### src/rtl/ffba_pkg.sv
`default_nettype none

package ffba_pkg;

    localparam int ADDR_BITS       = 10;
    localparam int SIZE_BITS       = ADDR_BITS + 1;
    localparam int MAX_FREE_BLOCKS = 128;
    localparam int CFG_IDX_BITS    = 1;
    localparam int CFG_DATA_BITS   = SIZE_BITS;

    localparam logic [ADDR_BITS-1:0] POOL_BASE_RST = ADDR_BITS'(64);
    localparam logic [SIZE_BITS-1:0] POOL_SIZE_RST = SIZE_BITS'(960);

    typedef enum logic [1:0] {
        ACT_CHECK   = 2'd0,
        ACT_ALLOC   = 2'd1,
        ACT_RELEASE = 2'd2
    } t_action;

    typedef enum logic [1:0] {
        ST_OK         = 2'd0,
        ST_NO_FIT     = 2'd1,
        ST_TABLE_FULL = 2'd2,
        ST_ZERO_SIZE  = 2'd3
    } t_status;

    typedef enum logic [CFG_IDX_BITS-1:0] {
        REG_POOL_BASE = 1'b0,
        REG_POOL_SIZE = 1'b1
    } t_cfg_reg;

    typedef enum logic [2:0] {
        OP_HOLD,
        OP_INIT,
        OP_INSERT,
        OP_REMOVE,
        OP_SHRINK,
        OP_MERGE
    } t_cell_op;

    typedef enum logic [2:0] {
        S_IDLE,
        S_CMP,
        S_FIND,
        S_APPLY,
        S_ADJ,
        S_AFIND,
        S_MERGE
    } t_state;

    typedef struct packed {
        t_cell_op               op;
        logic [ADDR_BITS-1:0]   new_start;
        logic [SIZE_BITS-1:0]   new_size;
        logic [SIZE_BITS-1:0]   req;
        logic [ADDR_BITS-1:0]   rel;
    } t_cell_cmd;

    typedef struct packed {
        logic fit;
        logic eq;
        logic ge;
        logic gt;
        logic adj;
    } t_cell_flag;

endpackage

`default_nettype wire

### src/rtl/ffba_cell.sv
`default_nettype none

module ffba_cell (
    input  wire                                 i_clk,
    input  wire                                 i_head,
    input  wire ffba_pkg::t_cell_cmd            i_cmd,
    input  wire                                 i_sel,
    input  wire                                 i_after,
    input  wire [ffba_pkg::ADDR_BITS-1:0]       i_left_start,
    input  wire [ffba_pkg::SIZE_BITS-1:0]       i_left_size,
    input  wire [ffba_pkg::ADDR_BITS-1:0]       i_right_start,
    input  wire [ffba_pkg::SIZE_BITS-1:0]       i_right_size,
    output logic [ffba_pkg::ADDR_BITS-1:0]      o_start,
    output logic [ffba_pkg::SIZE_BITS-1:0]      o_size,
    output ffba_pkg::t_cell_flag                o_flag
);

    logic [ffba_pkg::ADDR_BITS-1:0] r_start;
    logic [ffba_pkg::ADDR_BITS-1:0] n_start;
    logic [ffba_pkg::SIZE_BITS-1:0] r_size;
    logic [ffba_pkg::SIZE_BITS-1:0] n_size;
    logic [ffba_pkg::SIZE_BITS:0]   sum;
    logic [ffba_pkg::SIZE_BITS:0]   end_addr;

    always_comb begin
        sum     = {1'b0, r_size} + {1'b0, i_right_size};
        n_start = r_start;
        n_size  = r_size;
        case (i_cmd.op)
            ffba_pkg::OP_INIT: begin
                if (i_head) begin
                    n_start = i_cmd.new_start;
                    n_size  = i_cmd.new_size;
                end
            end
            ffba_pkg::OP_INSERT: begin
                if (i_sel) begin
                    n_start = i_cmd.new_start;
                    n_size  = i_cmd.new_size;
                end else if (i_after) begin
                    n_start = i_left_start;
                    n_size  = i_left_size;
                end
            end
            ffba_pkg::OP_REMOVE: begin
                if (i_sel || i_after) begin
                    n_start = i_right_start;
                    n_size  = i_right_size;
                end
            end
            ffba_pkg::OP_SHRINK: begin
                if (i_sel) begin
                    n_start = r_start + i_cmd.req[ffba_pkg::ADDR_BITS-1:0];
                    n_size  = r_size - i_cmd.req;
                end
            end
            ffba_pkg::OP_MERGE: begin
                if (i_sel) begin
                    // saturating size
                    n_size = sum[ffba_pkg::SIZE_BITS] ? '1 : sum[ffba_pkg::SIZE_BITS-1:0];
                end else if (i_after) begin
                    n_start = i_right_start;
                    n_size  = i_right_size;
                end
            end
            default: begin
            end
        endcase
    end

    always_ff @(posedge i_clk) begin
        r_start <= n_start;
        r_size  <= n_size;
    end

    always_comb begin
        end_addr   = (ffba_pkg::SIZE_BITS+1)'(r_start) + (ffba_pkg::SIZE_BITS+1)'(r_size);
        o_flag.fit = (r_size >= i_cmd.req);
        o_flag.eq  = (r_size == i_cmd.req);
        o_flag.ge  = (r_start >= i_cmd.rel);
        o_flag.gt  = (r_start > i_cmd.rel);
        o_flag.adj = (end_addr == (ffba_pkg::SIZE_BITS+1)'(i_right_start));
    end

    assign o_start = r_start;
    assign o_size  = r_size;

endmodule

`default_nettype wire

### config.mk
export PLATFORM = sky130hd
export DESIGN_NAME = ffba_cell
export DESIGN_NICKNAME = d
export VERILOG_FILES = /design/src/rtl/ffba_pkg.sv /design/src/rtl/ffba_cell.sv
export SDC_FILE = /design/constraint.sdc
export NUM_CORES = 1
export LEC_CHECK = 0
export BUFFER_PORTS_ARGS = -buffer_cell sky130_fd_sc_hd__buf_2
export CAP_MARGIN = 20
export CORE_MARGIN = 8
export CORE_UTILIZATION = 45
export CTS_CLUSTER_SIZE = 30
export DETAILED_ROUTE_END_ITERATION = 7
export HOLD_SLACK_MARGIN = 0.02
export PLACE_DENSITY = 0.81
export SYNTH_ARGS = -nofsm -noshare
export SYNTH_HDL_FRONTEND = slang
export SYNTH_SLANG_ARGS = --single-unit
export TNS_END_PERCENT = 1
### constraint.sdc
create_clock -name i_clk -period 2.9 [get_ports i_clk]
set_input_delay 0.58 -clock i_clk [delete_from_list [all_inputs] [get_ports i_clk]]
set_output_delay 0.58 -clock i_clk [all_outputs]
set_load 0.02 [all_outputs]
==> flow_summary.toml <==
[routing]
firstDrtPassIters = 5
wl_per_cell_um = 18.0
drt-total-wl_um = 13400
vias = 4348
drc = 0
via_per_inst = 5.87
detail-route-antenna-nets = 0
drtIter0Drc = 337

[pwr]
p_comb_frac = 0.657
cellPowerDensity_nw_per_um2 = 362
power_leakage_uw = 0.00226
switching_share = 0.440
switchingPower_uw = 779
irDropWorstVdd_mv = 0.151
power.internal_uw = 990
p_clk_frac = 0.115
pwr-share-seq = 0.228

[sta]
fin_crit_sh = 1.14
setup_violations = 3
hold_viol_final = 0
clock_skew_ns = 0.00520
maxSlewHeadroom = 0.648
max_freq_mhz = 302
rsz0062_at_grt = "yes"
drv_slew = 0
min_period_ns = 3.32
worst_slack_ns = -0.416
holdWs_ns = 0.596
worst_slew_pin_slew_ns = 0.523

[worst_setup_path]
cp-end-kind = "primary output"
critical_path_class = "reg2out"
crit_buf_inv = 1
cp.arrival_ns = 2.74
timing.critical_path.fanout_max = 2
crit_family = "compound AO/OA/AOI/OAI gates"
max_stage_delay_ns = 0.40
cp-start-kind = "flip-flop"
crit_required_ns = 2.32
crit_chain = "ha_2 > fa_2 > a211oi_2 > o21bai_1 > a211oi_2 > o21bai_1 > mux2_4 > a2111oi_4 > buf_4"
slowest_stage = "edfxtp_1"

[placed_design]
dpl.cell_count = 736
routabilityCongestion = 0.940
io_buffers = 116
hpwl_um = 11400

[global_routing]
grt_first_pass_wirelength_um = 20800
track_usage = 0.219
antenna_found_initial = 0
grt_overflow = 0
grt_max_degree = 32
grt_pass1_vias = 4287

[cells_and_area]
antennaDiodeCount = 0
final_cells = 741
final_net_count = 780
drive_above_1_share = 0.281
area_growth_pct = 26.2
fillCellCount = 804

[clock_network]
cts_root_buffer = "clkbuf_8"
clock-sinks = 21
numCtsBuffers = 3
h-tree-depth = 1
clockBufferDepth = 2
cts_tree = "yes"
worstSkewPairLatency_ns = 0.26
cts.reportedPaths.clkPinSlew_ns = 0.08

[yosys]
yosys_warnings = 0
synth_seq_area_share = 0.163
asyncSetResetFlopFracSynth = 0
yosys.area_share.simple = 0.153
synth_compound_area_frac = 0.314
ys_seq_elements = 21
synth_xor_area_frac = 0.0793
synth_area_um2 = 3870
muxShareOfSynthArea = 0.0498
syn_area_per_cell_um2 = 7.83
synth_top_family_by_area = "compound AO/OA/AOI/OAI gates"
synth-adder-area-share = 0.186
ys_types = 55
synth-edff-count = 21
syn-num-nets = 640
synth-main-ff-cell = "edfxtp_1"
synthCells = 494

[outcome]
violations = "setup timing"
status = "finished with violations"

[die]
pin_count = 117
die_w_um = 109
dieArea_um2 = 11800
start_util = 0.454
die_h_um = 109
coreArea_um2 = 8510
rows = 34

[run]
max_cap_violations = 0

[worst_hold_path]
min_path_type = "in2reg"
## stage by stage
stage	setup TNS [ns]	instance area [um2]	power (uW)	utilization	setup slack (ns)
6_report	-0.444	4880	1770	0.574	-0.416
5_1_grt	-0.985	4880	1890	0.574	-0.521
4_1_cts	-0.411	4870	1750	0.572	-0.404
3_5_place_dp	-0.271	4800	1540	0.565	-0.221
3_3_place_gp	-0.201	4800	1510	0.565	-0.201
2_1_floorplan	-0.136	3880	1170	-	-0.136
## power groups by stage
stage	sequential (uW)	combinational (uW)	clock, uW
final	403	1160	203
after floorplan	453	720	0
after detailed placement	410	1130	0
after CTS	403	1150	201
after global routing	407	1280	208
after global placement	408	1100	0
## logic make-up (layout without fill, tap and decap cells)
group,after synthesis,count (layout)
buf+inv,55,194
compound gates,187,187
xor+xnor,35,35
flops,21,21
mux,18,18
simple gates,123,123
fa+ha+maj,55,55
## worst reg2reg max path, cell delays in order, from the launching register on
cell      delay, ns
edfxtp_1       0.40
buf_4          0.15
buf_4          0.13
inv_1          0.05
ha_1           0.16
inv_1          0.06
fa_1           0.41
a21o_1         0.19
a21o_1         0.21
a21oi_2        0.19
o21ai_0        0.13
xor2_1         0.16
a221o_1        0.37
## sequential cells by signal, summed over array words and instances, names as in the netlist
signal / cells
o_size: 11
o_start: 10
## cell usage in the layout, fill, tap and decap left out, drive strengths merged, types with 8 or more instances in the layout
| cell type | netlist | final |
|---|---|---|
| a211oi | 10 | 10 |
| a21o | 10 | 10 |
| a21oi | 43 | 43 |
| a22oi | 8 | 8 |
| buf | 4 | 155 |
| edfxtp | 21 | 21 |
| ha | 51 | 51 |
| inv | 35 | 35 |
| mux2i | 11 | 11 |
| nand2 | 29 | 29 |
| nor2 | 37 | 37 |
| nor2b | 15 | 15 |
| nor3 | 8 | 8 |
| o21ai | 56 | 56 |
| o221ai | 8 | 8 |
| xnor2 | 26 | 26 |
| xor2 | 9 | 9 |
## layer usage
layer | GRT usage | vias up | part of all wire
met2 | 0.391 | 187 | 0.48
met4 | 0.0557 | 0 | 0.021
met3 | 0.0396 | 21 | 0.095
met5 | 0 | - | 0
li1 | - | 2135 | -
met1 | 0.264 | 2005 | 0.40
## path summary, 6_finish.rpt
check                  start    endpoint  slack, ns  cells after the start
setup / recovery   o_size[0]   o_flag[0]      -0.42                      9
hold / removal     i_cmd[35]  o_start[3]       0.60                      3
setup reg to reg   o_size[0]  o_size[10]       0.06                     12
hold reg to reg   o_start[9]  o_start[9]       0.95                      4
## Yosys cell counts (2+ instances only)
library cell	number	area (um2)
and2_1	2	12.5
xor2_1	9	78.8
or4_1	2	15.0
nand2_1	29	109
o22ai_1	6	37.5
a22oi_1	8	60.1
a21o_1	10	75.1
o31ai_1	3	22.5
o221ai_1	8	70.1
mux2i_1	11	110
nor3_1	8	40.0
edfxtp_1	21	631
inv_1	35	131
or3_1	3	18.8
nor2_1	37	139
xnor2_1	26	228
o2111ai_1	2	17.5
nor3b_1	3	22.5
a21boi_0	2	15.0
a222oi_1	4	40.0
a2111oi_0	2	17.5
nand2b_1	7	43.8
o21a_1	6	45.0
a211oi_2	3	37.5
o211ai_1	6	45.0
buf_2	4	20.0
o21ai_1	5	25.0
mux2_2	6	67.6
fa_1	4	80.1
nand3_1	7	35.0
nor2b_1	15	93.8
nor4_1	3	18.8
o21bai_1	7	52.6
a21oi_1	43	215
a22o_1	2	17.5
o21ai_0	51	255
ha_1	51	638
nand4_1	5	31.3
a211oi_1	7	52.6
clkbuf_1	16	60.1
## layout make-up
type                       instances  area [um2]  area share
clock buffer                       4        45.0     0.00923
inverter                          35         131      0.0269
multi-input combinational        418        3060       0.628
sequential                        21         631       0.129
tap                              108         135      0.0277
timing repair buffer             155         876       0.179
## timing repair
item,in CTS,in global routing
hold endpoints to repair,0,0
buffers inserted,1,0
resized for setup,4,3
hold buffers,0,0
gates cloned,0,0
setup endpoints to repair,2,6
pin swaps,3,0
(Power assumes the default switching activity.)
